--- src/design/lru_pr_pkg.sv ---
// ---------------------------------------------------------------------------
// lru_pr_pkg: shared types and constants of the LRU page replacement core
// Field widths of the request, response and control channels, and the
// sequencer state type.
// ---------------------------------------------------------------------------
package lru_pr_pkg;

   localparam int PAGE_ID_W  = 16;
   localparam int SLOT_OUT_W = 3;
   localparam int FAULT_W    = 16;
   localparam int CFG_W      = 4;

   localparam logic [CFG_W-1:0]   FRAMES_RESET = 4'd8;
   localparam logic [FAULT_W-1:0] FAULT_MAX    = 16'hFFFF;

   typedef enum logic [2:0] {
      ST_IDLE,
      ST_SEARCH,
      ST_DECIDE,
      ST_UPDATE,
      ST_RESPOND
   } state_type;

endpackage

--- src/design/lru_pr_channels.sv ---
// ---------------------------------------------------------------------------
// lru_pr_channels: valid/ready channels of the LRU page replacement core
// Request channel, response channel and the control register write channel.
// ---------------------------------------------------------------------------
interface lru_pr_req_if;
   logic                             valid;
   logic                             ready;
   logic [lru_pr_pkg::PAGE_ID_W-1:0] page_id;
   logic                             last_reference;

   modport source (output valid, output page_id, output last_reference, input ready);
   modport sink (input valid, input page_id, input last_reference, output ready);
endinterface

interface lru_pr_rsp_if;
   logic                              valid;
   logic                              ready;
   logic                              hit;
   logic [lru_pr_pkg::SLOT_OUT_W-1:0] frame_slot;
   logic                              evicted_valid;
   logic [lru_pr_pkg::PAGE_ID_W-1:0]  evicted_page;
   logic [lru_pr_pkg::FAULT_W-1:0]    fault_total;

   modport source (output valid, output hit, output frame_slot, output evicted_valid,
                   output evicted_page, output fault_total, input ready);
   modport sink (input valid, input hit, input frame_slot, input evicted_valid,
                 input evicted_page, input fault_total, output ready);
endinterface

interface lru_pr_csr_if;
   logic                         valid;
   logic                         ready;
   logic [lru_pr_pkg::CFG_W-1:0] data;

   modport source (output valid, output data, input ready);
   modport sink (input valid, input data, output ready);
endinterface

--- src/design/lru_pr_ram.sv ---
// ---------------------------------------------------------------------------
// lru_pr_ram: generic simple dual-port RAM
// One write port and one read port; the read data is registered, so it
// appears in the cycle after the address.
// ---------------------------------------------------------------------------
module lru_pr_ram #(
   parameter int WIDTH = 16,
   parameter int DEPTH = 8,
   localparam int AddrBits = (DEPTH > 1) ? $clog2(DEPTH) : 1
) (
   input  logic                clock,
   input  logic                wr_en,
   input  logic [AddrBits-1:0] wr_addr,
   input  logic [WIDTH-1:0]    wr_data,
   input  logic [AddrBits-1:0] rd_addr,
   output logic [WIDTH-1:0]    rd_data
);

   logic [WIDTH-1:0] mem_ff [DEPTH];
   logic [WIDTH-1:0] rd_data_ff;

   always_ff @(posedge clock) begin
      if (wr_en) begin
         mem_ff[wr_addr] <= wr_data;
      end
      rd_data_ff <= mem_ff[rd_addr];
   end

   assign rd_data = rd_data_ff;

endmodule

--- src/design/lru_page_replacement_core.sv ---
// ---------------------------------------------------------------------------
// lru_page_replacement_core: LRU page replacement unit
// Flow: a request is taken only in idle; a search pass, a decide step and an update
//   pass follow, both passes walking the memories one frame per cycle over the
//   filled frames; the response is registered; a held response stalls the next request.
// Reset: clears the fill count and the fault count and sets the frame limit to 8.
// ---------------------------------------------------------------------------
module lru_page_replacement_core #(
   parameter int NUM_FRAMES = 8,
   parameter int PAGE_BITS  = 16
) (
   input logic          clock,
   input logic          reset,
   lru_pr_req_if.sink   req_port,
   lru_pr_rsp_if.source rsp_port,
   lru_pr_csr_if.sink   csr_port
);

   localparam int SlotBits  = (NUM_FRAMES > 1) ? $clog2(NUM_FRAMES) : 1;
   localparam int CntBits   = $clog2(NUM_FRAMES + 1);
   localparam int StoreBits = (PAGE_BITS < lru_pr_pkg::PAGE_ID_W) ? PAGE_BITS
                                                                  : lru_pr_pkg::PAGE_ID_W;

   lru_pr_pkg::state_type state_ff, state_in;

   logic [lru_pr_pkg::CFG_W-1:0]   frames_ff, frames_in;
   logic [CntBits-1:0]             filled_ff, filled_in;
   logic [lru_pr_pkg::FAULT_W-1:0] fault_ff, fault_in;
   logic [CntBits-1:0]             rd_idx_ff, rd_idx_in;
   logic                           pv_ff, pv_in;
   logic                           rsp_valid_ff, rsp_valid_in;

   logic [SlotBits-1:0]  pidx_ff, pidx_in;
   logic [StoreBits-1:0] page_ff, page_in;
   logic                 last_ff, last_in;
   logic                 hit_found_ff, hit_found_in;
   logic [SlotBits-1:0]  hit_slot_ff, hit_slot_in;
   logic [SlotBits-1:0]  hit_rank_ff, hit_rank_in;
   logic                 max_found_ff, max_found_in;
   logic [SlotBits-1:0]  max_slot_ff, max_slot_in;
   logic [SlotBits-1:0]  max_rank_ff, max_rank_in;
   logic [StoreBits-1:0] max_page_ff, max_page_in;
   logic [SlotBits-1:0]  tgt_slot_ff, tgt_slot_in;
   logic [SlotBits-1:0]  tgt_rank_ff, tgt_rank_in;
   logic                 do_hit_ff, do_hit_in;
   logic                 do_fill_ff, do_fill_in;

   logic                              o_hit_ff, o_hit_in;
   logic [lru_pr_pkg::SLOT_OUT_W-1:0] o_slot_ff, o_slot_in;
   logic                              o_ev_valid_ff, o_ev_valid_in;
   logic [lru_pr_pkg::PAGE_ID_W-1:0]  o_ev_page_ff, o_ev_page_in;
   logic [lru_pr_pkg::FAULT_W-1:0]    o_fault_ff, o_fault_in;

   logic                 pg_wr_en;
   logic [SlotBits-1:0]  pg_wr_addr;
   logic [StoreBits-1:0] pg_wr_data;
   logic [StoreBits-1:0] pg_rd_data;
   logic                 rk_wr_en;
   logic [SlotBits-1:0]  rk_wr_addr;
   logic [SlotBits-1:0]  rk_wr_data;
   logic [SlotBits-1:0]  rk_rd_data;
   logic [SlotBits-1:0]  rd_addr;

   logic [7:0] slot_wide;
   logic [7:0] cfg_wide;
   logic [7:0] limit_wide;
   logic [7:0] filled_wide;
   logic       fill_ok;

   lru_pr_ram #(
      .WIDTH (StoreBits),
      .DEPTH (NUM_FRAMES)
   ) u_page_ram (
      .clock   (clock),
      .wr_en   (pg_wr_en),
      .wr_addr (pg_wr_addr),
      .wr_data (pg_wr_data),
      .rd_addr (rd_addr),
      .rd_data (pg_rd_data)
   );

   lru_pr_ram #(
      .WIDTH (SlotBits),
      .DEPTH (NUM_FRAMES)
   ) u_rank_ram (
      .clock   (clock),
      .wr_en   (rk_wr_en),
      .wr_addr (rk_wr_addr),
      .wr_data (rk_wr_data),
      .rd_addr (rd_addr),
      .rd_data (rk_rd_data)
   );

   // Frames fill in slot order, so slot i is valid exactly when i < filled_ff.
   assign slot_wide   = 8'(tgt_slot_ff);
   assign cfg_wide    = 8'(frames_ff);
   assign filled_wide = 8'(filled_ff);
   assign limit_wide  = (cfg_wide == 8'd0) ? 8'd1 :
                        (cfg_wide > 8'(NUM_FRAMES)) ? 8'(NUM_FRAMES) : cfg_wide;
   assign fill_ok     = filled_wide < limit_wide;

   assign rd_addr        = rd_idx_ff[SlotBits-1:0];
   assign req_port.ready = (state_ff == lru_pr_pkg::ST_IDLE);
   assign csr_port.ready = 1'b1;

   assign rsp_port.valid         = rsp_valid_ff;
   assign rsp_port.hit           = o_hit_ff;
   assign rsp_port.frame_slot    = o_slot_ff;
   assign rsp_port.evicted_valid = o_ev_valid_ff;
   assign rsp_port.evicted_page  = o_ev_page_ff;
   assign rsp_port.fault_total   = o_fault_ff;

   always_comb begin
      state_in = state_ff;
      unique case (state_ff)
         lru_pr_pkg::ST_IDLE: begin
            if (req_port.valid) begin
               state_in = lru_pr_pkg::ST_SEARCH;
            end
         end
         lru_pr_pkg::ST_SEARCH: begin
            if (rd_idx_ff == filled_ff && !pv_ff) begin
               state_in = lru_pr_pkg::ST_DECIDE;
            end
         end
         lru_pr_pkg::ST_DECIDE: begin
            state_in = lru_pr_pkg::ST_UPDATE;
         end
         lru_pr_pkg::ST_UPDATE: begin
            if (rd_idx_ff == filled_ff && !pv_ff) begin
               state_in = lru_pr_pkg::ST_RESPOND;
            end
         end
         lru_pr_pkg::ST_RESPOND: begin
            if (!rsp_valid_ff || rsp_port.ready) begin
               state_in = lru_pr_pkg::ST_IDLE;
            end
         end
         default: begin
            state_in = lru_pr_pkg::ST_IDLE;
         end
      endcase
   end

   always_comb begin
      frames_in     = frames_ff;
      filled_in     = filled_ff;
      fault_in      = fault_ff;
      rd_idx_in     = rd_idx_ff;
      pv_in         = 1'b0;
      pidx_in       = pidx_ff;
      page_in       = page_ff;
      last_in       = last_ff;
      hit_found_in  = hit_found_ff;
      hit_slot_in   = hit_slot_ff;
      hit_rank_in   = hit_rank_ff;
      max_found_in  = max_found_ff;
      max_slot_in   = max_slot_ff;
      max_rank_in   = max_rank_ff;
      max_page_in   = max_page_ff;
      tgt_slot_in   = tgt_slot_ff;
      tgt_rank_in   = tgt_rank_ff;
      do_hit_in     = do_hit_ff;
      do_fill_in    = do_fill_ff;
      rsp_valid_in  = rsp_valid_ff && !rsp_port.ready;
      o_hit_in      = o_hit_ff;
      o_slot_in     = o_slot_ff;
      o_ev_valid_in = o_ev_valid_ff;
      o_ev_page_in  = o_ev_page_ff;
      o_fault_in    = o_fault_ff;
      pg_wr_en      = 1'b0;
      pg_wr_addr    = tgt_slot_ff;
      pg_wr_data    = page_ff;
      rk_wr_en      = 1'b0;
      rk_wr_addr    = pidx_ff;
      rk_wr_data    = '0;

      if (csr_port.valid) begin
         frames_in = csr_port.data;
      end

      unique case (state_ff)
         lru_pr_pkg::ST_IDLE: begin
            if (req_port.valid) begin
               page_in      = req_port.page_id[StoreBits-1:0];
               last_in      = req_port.last_reference;
               rd_idx_in    = '0;
               hit_found_in = 1'b0;
               max_found_in = 1'b0;
            end
         end
         lru_pr_pkg::ST_SEARCH: begin
            if (rd_idx_ff != filled_ff) begin
               pv_in     = 1'b1;
               pidx_in   = rd_idx_ff[SlotBits-1:0];
               rd_idx_in = rd_idx_ff + CntBits'(1);
            end
            // Read data of the previous cycle's frame: first match wins, and
            // the lowest slot with the highest rank is the eviction choice.
            if (pv_ff) begin
               if (!hit_found_ff && pg_rd_data == page_ff) begin
                  hit_found_in = 1'b1;
                  hit_slot_in  = pidx_ff;
                  hit_rank_in  = rk_rd_data;
               end
               if (!max_found_ff || rk_rd_data > max_rank_ff) begin
                  max_found_in = 1'b1;
                  max_slot_in  = pidx_ff;
                  max_rank_in  = rk_rd_data;
                  max_page_in  = pg_rd_data;
               end
            end
         end
         lru_pr_pkg::ST_DECIDE: begin
            rd_idx_in = '0;
            if (hit_found_ff) begin
               do_hit_in   = 1'b1;
               do_fill_in  = 1'b0;
               tgt_slot_in = hit_slot_ff;
               tgt_rank_in = hit_rank_ff;
            end else begin
               do_hit_in = 1'b0;
               if (fault_ff != lru_pr_pkg::FAULT_MAX) begin
                  fault_in = fault_ff + lru_pr_pkg::FAULT_W'(1);
               end
               if (fill_ok) begin
                  do_fill_in  = 1'b1;
                  tgt_slot_in = filled_ff[SlotBits-1:0];
                  tgt_rank_in = '0;
                  filled_in   = filled_ff + CntBits'(1);
               end else begin
                  do_fill_in  = 1'b0;
                  tgt_slot_in = max_slot_ff;
                  tgt_rank_in = max_rank_ff;
               end
               pg_wr_en   = 1'b1;
               pg_wr_addr = tgt_slot_in;
            end
         end
         lru_pr_pkg::ST_UPDATE: begin
            if (rd_idx_ff != filled_ff) begin
               pv_in     = 1'b1;
               pidx_in   = rd_idx_ff[SlotBits-1:0];
               rd_idx_in = rd_idx_ff + CntBits'(1);
            end
            // Rank write-back comes in the cycle after the read, always at the
            // previous slot, so a read never meets a pending write.
            if (pv_ff) begin
               rk_wr_en = 1'b1;
               if (pidx_ff == tgt_slot_ff) begin
                  rk_wr_data = '0;
               end else if (do_fill_ff || rk_rd_data < tgt_rank_ff) begin
                  rk_wr_data = rk_rd_data + SlotBits'(1);
               end else begin
                  rk_wr_data = rk_rd_data;
               end
            end
         end
         lru_pr_pkg::ST_RESPOND: begin
            if (!rsp_valid_ff || rsp_port.ready) begin
               rsp_valid_in  = 1'b1;
               o_hit_in      = do_hit_ff;
               o_slot_in     = slot_wide[lru_pr_pkg::SLOT_OUT_W-1:0];
               o_ev_valid_in = !do_hit_ff && !do_fill_ff;
               o_ev_page_in  = (!do_hit_ff && !do_fill_ff) ?
                               lru_pr_pkg::PAGE_ID_W'(max_page_ff) : '0;
               o_fault_in    = fault_ff;
               if (last_ff) begin
                  filled_in = '0;
                  fault_in  = '0;
               end
            end
         end
         default: begin
         end
      endcase
   end

   always_ff @(posedge clock) begin
      if (reset) begin
         state_ff     <= lru_pr_pkg::ST_IDLE;
         frames_ff    <= lru_pr_pkg::FRAMES_RESET;
         filled_ff    <= '0;
         fault_ff     <= '0;
         rd_idx_ff    <= '0;
         pv_ff        <= 1'b0;
         rsp_valid_ff <= 1'b0;
      end else begin
         state_ff     <= state_in;
         frames_ff    <= frames_in;
         filled_ff    <= filled_in;
         fault_ff     <= fault_in;
         rd_idx_ff    <= rd_idx_in;
         pv_ff        <= pv_in;
         rsp_valid_ff <= rsp_valid_in;
      end
   end

   always_ff @(posedge clock) begin
      pidx_ff       <= pidx_in;
      page_ff       <= page_in;
      last_ff       <= last_in;
      hit_found_ff  <= hit_found_in;
      hit_slot_ff   <= hit_slot_in;
      hit_rank_ff   <= hit_rank_in;
      max_found_ff  <= max_found_in;
      max_slot_ff   <= max_slot_in;
      max_rank_ff   <= max_rank_in;
      max_page_ff   <= max_page_in;
      tgt_slot_ff   <= tgt_slot_in;
      tgt_rank_ff   <= tgt_rank_in;
      do_hit_ff     <= do_hit_in;
      do_fill_ff    <= do_fill_in;
      o_hit_ff      <= o_hit_in;
      o_slot_ff     <= o_slot_in;
      o_ev_valid_ff <= o_ev_valid_in;
      o_ev_page_ff  <= o_ev_page_in;
      o_fault_ff    <= o_fault_in;
   end

endmodule

--- src/flat_wrapper.sv ---
// flat-port wrapper written by rule: the top's interface ports become plain ports
module lru_page_replacement_core_flat 
#(
   parameter int NUM_FRAMES = 8,
   parameter int PAGE_BITS  = 16
)
  (clock, reset, req_port_valid, req_port_page_id, req_port_last_reference, req_port_ready, rsp_port_valid, rsp_port_hit, rsp_port_frame_slot, rsp_port_evicted_valid, rsp_port_evicted_page, rsp_port_fault_total, rsp_port_ready, csr_port_valid, csr_port_data, csr_port_ready);
  lru_pr_req_if req_port_i ();
  lru_pr_rsp_if rsp_port_i ();
  lru_pr_csr_if csr_port_i ();
  input logic clock;
  input logic reset;
  input wire logic [$bits(req_port_i.valid)-1:0] req_port_valid;
  input wire logic [$bits(req_port_i.page_id)-1:0] req_port_page_id;
  input wire logic [$bits(req_port_i.last_reference)-1:0] req_port_last_reference;
  output wire logic [$bits(req_port_i.ready)-1:0] req_port_ready;
  output wire logic [$bits(rsp_port_i.valid)-1:0] rsp_port_valid;
  output wire logic [$bits(rsp_port_i.hit)-1:0] rsp_port_hit;
  output wire logic [$bits(rsp_port_i.frame_slot)-1:0] rsp_port_frame_slot;
  output wire logic [$bits(rsp_port_i.evicted_valid)-1:0] rsp_port_evicted_valid;
  output wire logic [$bits(rsp_port_i.evicted_page)-1:0] rsp_port_evicted_page;
  output wire logic [$bits(rsp_port_i.fault_total)-1:0] rsp_port_fault_total;
  input wire logic [$bits(rsp_port_i.ready)-1:0] rsp_port_ready;
  input wire logic [$bits(csr_port_i.valid)-1:0] csr_port_valid;
  input wire logic [$bits(csr_port_i.data)-1:0] csr_port_data;
  output wire logic [$bits(csr_port_i.ready)-1:0] csr_port_ready;
  assign req_port_i.valid = req_port_valid;
  assign req_port_i.page_id = req_port_page_id;
  assign req_port_i.last_reference = req_port_last_reference;
  assign req_port_ready = req_port_i.ready;
  assign rsp_port_valid = rsp_port_i.valid;
  assign rsp_port_hit = rsp_port_i.hit;
  assign rsp_port_frame_slot = rsp_port_i.frame_slot;
  assign rsp_port_evicted_valid = rsp_port_i.evicted_valid;
  assign rsp_port_evicted_page = rsp_port_i.evicted_page;
  assign rsp_port_fault_total = rsp_port_i.fault_total;
  assign rsp_port_i.ready = rsp_port_ready;
  assign csr_port_i.valid = csr_port_valid;
  assign csr_port_i.data = csr_port_data;
  assign csr_port_ready = csr_port_i.ready;
  lru_page_replacement_core #(.NUM_FRAMES(NUM_FRAMES), .PAGE_BITS(PAGE_BITS)) u_core (.clock(clock), .reset(reset), .req_port(req_port_i), .rsp_port(rsp_port_i), .csr_port(csr_port_i));
endmodule
--- config.mk ---
export PLATFORM = sky130hd
export DESIGN_NAME = lru_page_replacement_core_flat
export DESIGN_NICKNAME = d
export VERILOG_FILES = /design/src/design/lru_pr_pkg.sv /design/src/design/lru_pr_channels.sv /design/src/design/lru_pr_ram.sv /design/src/design/lru_page_replacement_core.sv /design/src/flat_wrapper.sv
export SDC_FILE = /design/constraint.sdc
export NUM_CORES = 1
export LEC_CHECK = 0
export BUFFER_PORTS_ARGS = -buffer_cell sky130_fd_sc_hd__buf_2
export CELL_PAD_IN_SITES_DETAIL_PLACEMENT = 0
export CELL_PAD_IN_SITES_GLOBAL_PLACEMENT = 1
export CORE_MARGIN = 5
export CORE_UTILIZATION = 50
export DETAILED_ROUTE_END_ITERATION = 16
export PLACE_DENSITY = 0.75
export SYNTH_ARGS = -nofsm -noshare
export SYNTH_HDL_FRONTEND = slang
export SYNTH_SLANG_ARGS = --single-unit
--- constraint.sdc ---
create_clock -name clock -period 4.2 [get_ports clock]
set_input_delay 0.84 -clock clock [delete_from_list [all_inputs] [get_ports clock]]
set_output_delay 0.84 -clock clock [all_outputs]
set_load 0.05 [all_outputs]
# After elaboration in Yosys (flattened, before gate mapping)
# Memories as Yosys holds them, arrays and structs flattened. A register that Yosys moved wholly into a read port is not among the register bits.
# Cells that the tools add are included.
word_totals:
  register_bits: 128
  ram_bits: 152
  input_bits: 26
  output_inout_bits: 40
  wordCells: 140
  mem_count: 2
classes:
  add_sub_neg: 4
  n_lt_le_gt_ge: 4
  n_eq_ne: 21
  muxes: 50
  bitwise_logic: 1
  n_reduce_logical: 32
mem_list:
  columns: ["name", "depth", "width", "rd", "rd_ports_with_merged_regs", "wr", "line", "text"]
  rows:
  - ["u_core.u_page_ram.mem_ff", 8, 16, 1, 1, 1, "lru_pr_ram.sv:19", "logic [WIDTH-1:0] mem_ff [DEPTH];"]
  - ["u_core.u_rank_ram.mem_ff", 8, 3, 1, 1, 1, "lru_pr_ram.sv:19", null]
op_table:
  columns: ["op", "count"]
  rows:
  - ["2-to-1 mux 16 bit", 4]
  - ["2-to-1 mux 3 bit", 14]
  - ["one-hot mux 16 bit (2 select lines)", 1]
  - ["2-to-1 mux 4 bit", 7]
  - ["inequality test 2 x 1 -> 1 bit, second input constant", 10]
  - ["2-to-1 mux 1 bit", 18]
  - ["adder 16 x 1 -> 16 bit, second input constant", 1]
  - ["equality test 16 bit", 1]
  - ["inequality test 16 bit, second input constant", 1]
  - ["one-hot mux 3 bit (5 select lines)", 1]
  - ["one-hot mux 4 bit (3 select lines)", 1]
  - ["AND reduction 4 bit", 3]
  - ["AND reduction 5 bit", 2]
  - ["AND reduction 3 bit", 3]
  - ["adder 4 x 1 -> 4 bit, second input constant", 2]
  - ["logical NOT 8 bit", 1]
  - ["< comparator 4 x 8 -> 1 bit", 1]
  - ["2-to-1 mux 8 bit", 1]
  - ["one-hot mux 4 bit (2 select lines)", 1]
  - ["logical NOT 1 bit", 7]
  - ["equality test 3 x 2 -> 1 bit, second input constant", 2]
  - ["AND reduction 2 bit", 3]
  - ["equality test 4 bit", 1]
  - ["> comparator 4 bit, second input constant", 1]
  - ["other kinds (16)", 25]

# Logic depth before layout (Yosys ltp)
depth:
  ltp_word: 7
  mapped_depth: 9
  mapped_depth_nobuf: 8

# Cells and area by module
# From an unflattened synthesis, not the netlist that was laid out.
hier_totals:
  hier_cells: 676
  hier_area_um2: 11695.0
modules_own_cells:
  columns: ["mod", "n_inst", "cells_per_inst", "area_per_inst_um2", "seq_area_each_um2"]
  rows:
  - ["lru_page_replacement_core", 1, 412, 5358.9, 3513.4]
  - ["lru_pr_ram (u_core.u_page_ram)", 1, 214, 5293.8, 4164.0]
  - ["lru_pr_ram (u_core.u_rank_ram)", 1, 50, 1042.2, 780.7]

# Worst setup path after synthesis
# OpenSTA, ideal clock, no wires.
synth_timing:
  path_type: "flip-flop to flip-flop"
  from: "register u_core.frames_ff[3] in the netlist's numbering"
  to: "memory u_core.u_page_ram.mem_ff[1][0], enable pin"
  setup_time_ps: 435
  arrival_time_ps: 3178
  t_required_ps: 3765
  setup_slack_ps: 587
  path_stages_with_launch: 8
  path_buffers: 0
  period_less_slack_ps: 3613
  path_cell_list: "dfxtp_1 -> inv_1 -> nand2_1 -> ha_1 -> o21ai_0 -> a221oi_2 -> nor2_1 -> o41ai_1"
synth_via:
  elab_chain_len: 7
  word_cells_on_any_way: 8
  classes_between: "2 x order compare; 5 x mux; 1 x reduce/logical"
synth_rtl:
  columns: ["item", "line", "text"]
  rows:
  - ["start, declared", "lru_page_replacement_core.sv:26", "logic [lru_pr_pkg::CFG_W-1:0] frames_ff, frames_in;"]
  - ["start signal, assigned", "lru_page_replacement_core.sv:282", "frames_ff <= lru_pr_pkg::FRAMES_RESET;"]
  - ["start signal, assigned", "lru_page_replacement_core.sv:290", "frames_ff <= frames_in;"]
  - ["> comparator 4 bit", "lru_page_replacement_core.sv:99", "(cfg_wide > 8'(NUM_FRAMES)) ? 8'(NUM_FRAMES) : cfg_wide;"]
  - ["2-to-1 mux 4 bit", "lru_page_replacement_core.sv:99", null]
  - ["2-to-1 mux 8 bit *", "lru_page_replacement_core.sv:98", "assign limit_wide = (cfg_wide == 8'd0) ? 8'd1 :"]
  - ["< comparator 4 x 8 -> 1 bit *", "lru_page_replacement_core.sv:100", "assign fill_ok = filled_wide < limit_wide;"]
  - ["2-to-1 mux 3 bit *", "lru_page_replacement_core.sv:226", "if (fill_ok) begin"]
  - ["2-to-1 mux 3 bit *", "lru_page_replacement_core.sv:216", "if (hit_found_ff) begin"]
  - ["2-to-1 mux 3 bit *", "lru_page_replacement_core.sv:182", "unique case (state_ff)"]
  - ["end, declared", "lru_pr_ram.sv:19", null]
# Mark *: on every way between the ends. The rest lies on a longest branch, timed or not.

# Worst setup path in the final report
layout_timing:
  from: "register u_core.state_ff[0]"
  to: "register u_core.hit_slot_ff[1], enable pin"
layout_via:
  elab_chain_len: 2
layout_rtl:
  columns: ["item", "line", "text"]
  rows:
  - ["start, declared", "lru_page_replacement_core.sv:24", "lru_pr_pkg::state_type state_ff, state_in;"]
  - ["start signal, assigned", "lru_page_replacement_core.sv:281", "state_ff <= lru_pr_pkg::ST_IDLE;"]
  - ["start signal, assigned", "lru_page_replacement_core.sv:289", "state_ff <= state_in;"]
  - ["equality test 3 x 1 -> 1 bit", "lru_page_replacement_core.sv:182", null]
  - ["AND reduction 3 bit (no line)", null, null]
  - ["end signal, assigned", "lru_page_replacement_core.sv:304", "hit_slot_ff <= hit_slot_in;"]
  - ["end, declared", "lru_page_replacement_core.sv:37", "logic [SlotBits-1:0] hit_slot_ff, hit_slot_in;"]
# Every way passes these cells.
# A chain may end at the register's enable or synchronous reset.

==> flow_summary.json <==
{
  "synth_ff_type": "edfxtp_1",
  "synth-edff-count": 247,
  "die_area_mm2": 0.02637,
  "insertedDiodeCount": 0,
  "syn-num-nets": 721,
  "worst_slack_ps": 1237,
  "cellPowerDensity_mw_per_mm2": 534.5,
  "num_io_pins": 66,
  "fin_total_pwr_mw": 7.100,
  "cts_sinks": 299,
  "p_leak_nw": 4.459,
  "critPathKind": "reg2reg",
  "cts_made_buffers": 29,
  "synth.top_cell.area_share_pct": 63.89,
  "arrival_ps": 3110,
  "hold-path-cell-count": 0,
  "outcome": "completed",
  "cap_viol_max_count": 0,
  "num_vias": 6045,
  "clock_latency_ps": 540,
  "synth_warnings": 0,
  "cts_tree": "built",
  "slew_viol_final": 0,
  "final.period_utilization_pct": 70.54,
  "async_flop_share_pct": 0,
  "start_util_pct": 50.97,
  "nFillCells": 1701,
  "die_h_um": 162.4,
  "utilization_pct": 58.31,
  "routed_wl_mm": 22.28,
  "cp-startpoint": "u_core.state_ff[0]$_SDFFE_PP0P_",
  "synth.cell_area_mm2": 0.01161,
  "cp-end-kind": "flip-flop",
  "clockBufferDepth": 3,
  "r2r_cells": 5,
  "rrSetupSlack_ps": 1240,
  "syn_to_final_growth_pct": 14.41,
  "synth_top_cell_by_area": "edfxtp_1",
  "rsz0062_at_grt": "no",
  "ys_seq_area_share_pct": 72.85,
  "max_freq_mhz": 337.5,
  "crit_fanout": 9,
  "detail_route.wl_per_cell_um": 20.22,
  "first_pass_iters": 4,
  "layout-drive-gt1-share_pct": 26.11,
  "setup_violations": 0,
  "core_area_mm2": 0.02278,
  "hold_viol": 0,
  "avgViaCountPerCell": 5.485,
  "ys_types": 55,
  "grt_max_degree": 38,
  "fin_nets": 804,
  "grt_overflow": 0,
  "syn_avg_cell_area_um2": 17.00,
  "ys_ff_latch": 299,
  "slew_headroom_pct": 22.47,
  "crit_path_start_kind": "flip-flop",
  "ant_nets": 0,
  "skew_ps": 11.91,
  "htree_levels": 1,
  "clkSlewWorstSetupHoldPaths_ps": 60,
  "hpwl_mm": 14.00,
  "clock-root-buffer": "clkbuf_16",
  "timing.rr.start": "u_core.state_ff[0]$_SDFFE_PP0P_",
  "place_ws_ps": 1268,
  "final_area_mm2": 0.01328,
  "first_global_vias": 6323,
  "tightest_slew_ps": 1152,
  "ctsResizeCount": 0,
  "grt_usage_pct": 17.04,
  "drc": 0,
  "num_rows": 55,
  "tns_ps": 0,
  "gp_congestion": 0.7792,
  "ir_drop_mv": 0.3235,
  "min_path_type": "reg2reg",
  "post_cts_buffers": 0,
  "die_w_um": 162.4,
  "synth_area_leaders": "edfxtp_1 (64%), dfxtp_1 (9.0%), mux4_2 (7.4%)",
  "yosysMostFrequentCell": "edfxtp_1",
  "placed_area_mm2": 0.01236,
  "grt_pass1_wl_mm": 35.00,
  "synth_commonest_cells": "edfxtp_1 (247), dfxtp_1 (52), mux4_2 (38), nor2_1 (37)",
  "antenna_found_initial": 0,
  "syn_inst": 683,
  "ctsHoldBuffers": 0,
  "holdWs_ps": 443.4,
  "dp.cells": 1048,
  "min_period_ps": 2963,
  "port_buffers": 64,
  "fin_cells": 1102,
  "hp-start": "u_core.u_page_ram.rd_data[14]$_DFF_P_",
  "dr.first_iter.drc_count": 447,
  "required_ps": 4350
}
==> per-layer routing <==
| layer | global-route usage (%) | vias up | wire (um) |
|---|---|---|---|
| met5 | 0 | - | 0 |
| met4 | 4.229 | 0 | 365 |
| met3 | 2.708 | 31 | 1059 |
| met2 | 29.31 | 137 | 11410 |
| met1 | 22.97 | 3075 | 9447 |
| li1 | - | 2802 | - |
==> state kept, by name, summed over array words and instances, names as in the netlist, 3 cells and up <==
register / count
u_core.u_page_ram.rd_data: 16
u_core.pidx_ff: 3
u_core.state_ff: 3
u_core.u_rank_ram.rd_data: 3
u_core.u_page_ram.mem_ff: 128
u_core.page_ff: 16
u_core.rsp_port.evicted_page: 16
u_core.fault_ff: 16
u_core.max_slot_ff: 3
u_core.hit_slot_ff: 3
u_core.tgt_slot_ff: 3
u_core.u_rank_ram.mem_ff: 24
u_core.rsp_port.frame_slot: 3
u_core.max_rank_ff: 3
u_core.tgt_rank_ff: 3
u_core.frames_ff: 4
u_core.rsp_port.fault_total: 16
u_core.rd_idx_ff: 4
u_core.max_page_ff: 16
u_core.hit_rank_ff: 3
u_core.filled_ff: 4
==> logic make-up (layout without fill, tap and decap cells) <==
logic type               Yosys count  count (layout)  synth area share (%)
AND/OR/NAND/NOR                  160             160                 7.522
other                              1               1               0.03230
buffers and inverters             48             154                 1.789
AO/OA/AOI/OAI                     61              61                 3.761
multiplexers                      66              66                 10.03
XOR/XNOR                          36              36                 2.716
flip-flops                       299             299                 72.85
adder cells (fa/ha/maj)           12              12                 1.293
==> cell type report <==
class / instances / area [um^2] / share of cell area, %
clock buffer: 42 / 804.5 / 6.057
clock inverter: 12 / 117.6 / 0.8855
inverter: 20 / 75.07 / 0.5652
multi-input combinational: 336 / 2994 / 22.54
sequential: 299 / 8459 / 63.69
tap: 313 / 391.6 / 2.948
timing repair buffer: 80 / 440.4 / 3.316
==> worst paths after layout <==
check,end
worst max-delay path,u_core.hit_slot_ff[1]$_DFFE_PP_
worst min-delay path,u_core.max_page_ff[14]$_DFFE_PP_
worst max register to register,u_core.hit_slot_ff[1]$_DFFE_PP_
worst min register to register,u_core.max_page_ff[14]$_DFFE_PP_
==> cell usage in the layout, fill, tap and decap left out, drive strengths merged, types with 9 or more instances in the layout <==
master	n
nor4	11
o31ai	11
nor2	38
nand3	17
mux2	23
clkinv	9
and2	21
a21oi	16
nand4	10
edfxtp	247
dfxtp	52
nor3	11
clkbuf	42
buf	80
xnor2	19
nand2b	9
inv	21
o21ai	11
mux4	38
ha	12
xor2	17
nand2	21
==> critical path, cell delays in order (launching register included) <==
cell	delay, ps
dfxtp_1	510
inv_1	120
nor2_1	240
nand3b_1	180
or4_1	580
nor4_1	950
==> power breakdown <==
part           switching, mW  internal [mW]
clock network           1.03           1.45
logic                  0.483          0.346
registers              0.254           3.53
(Power assumes the default switching activity.)
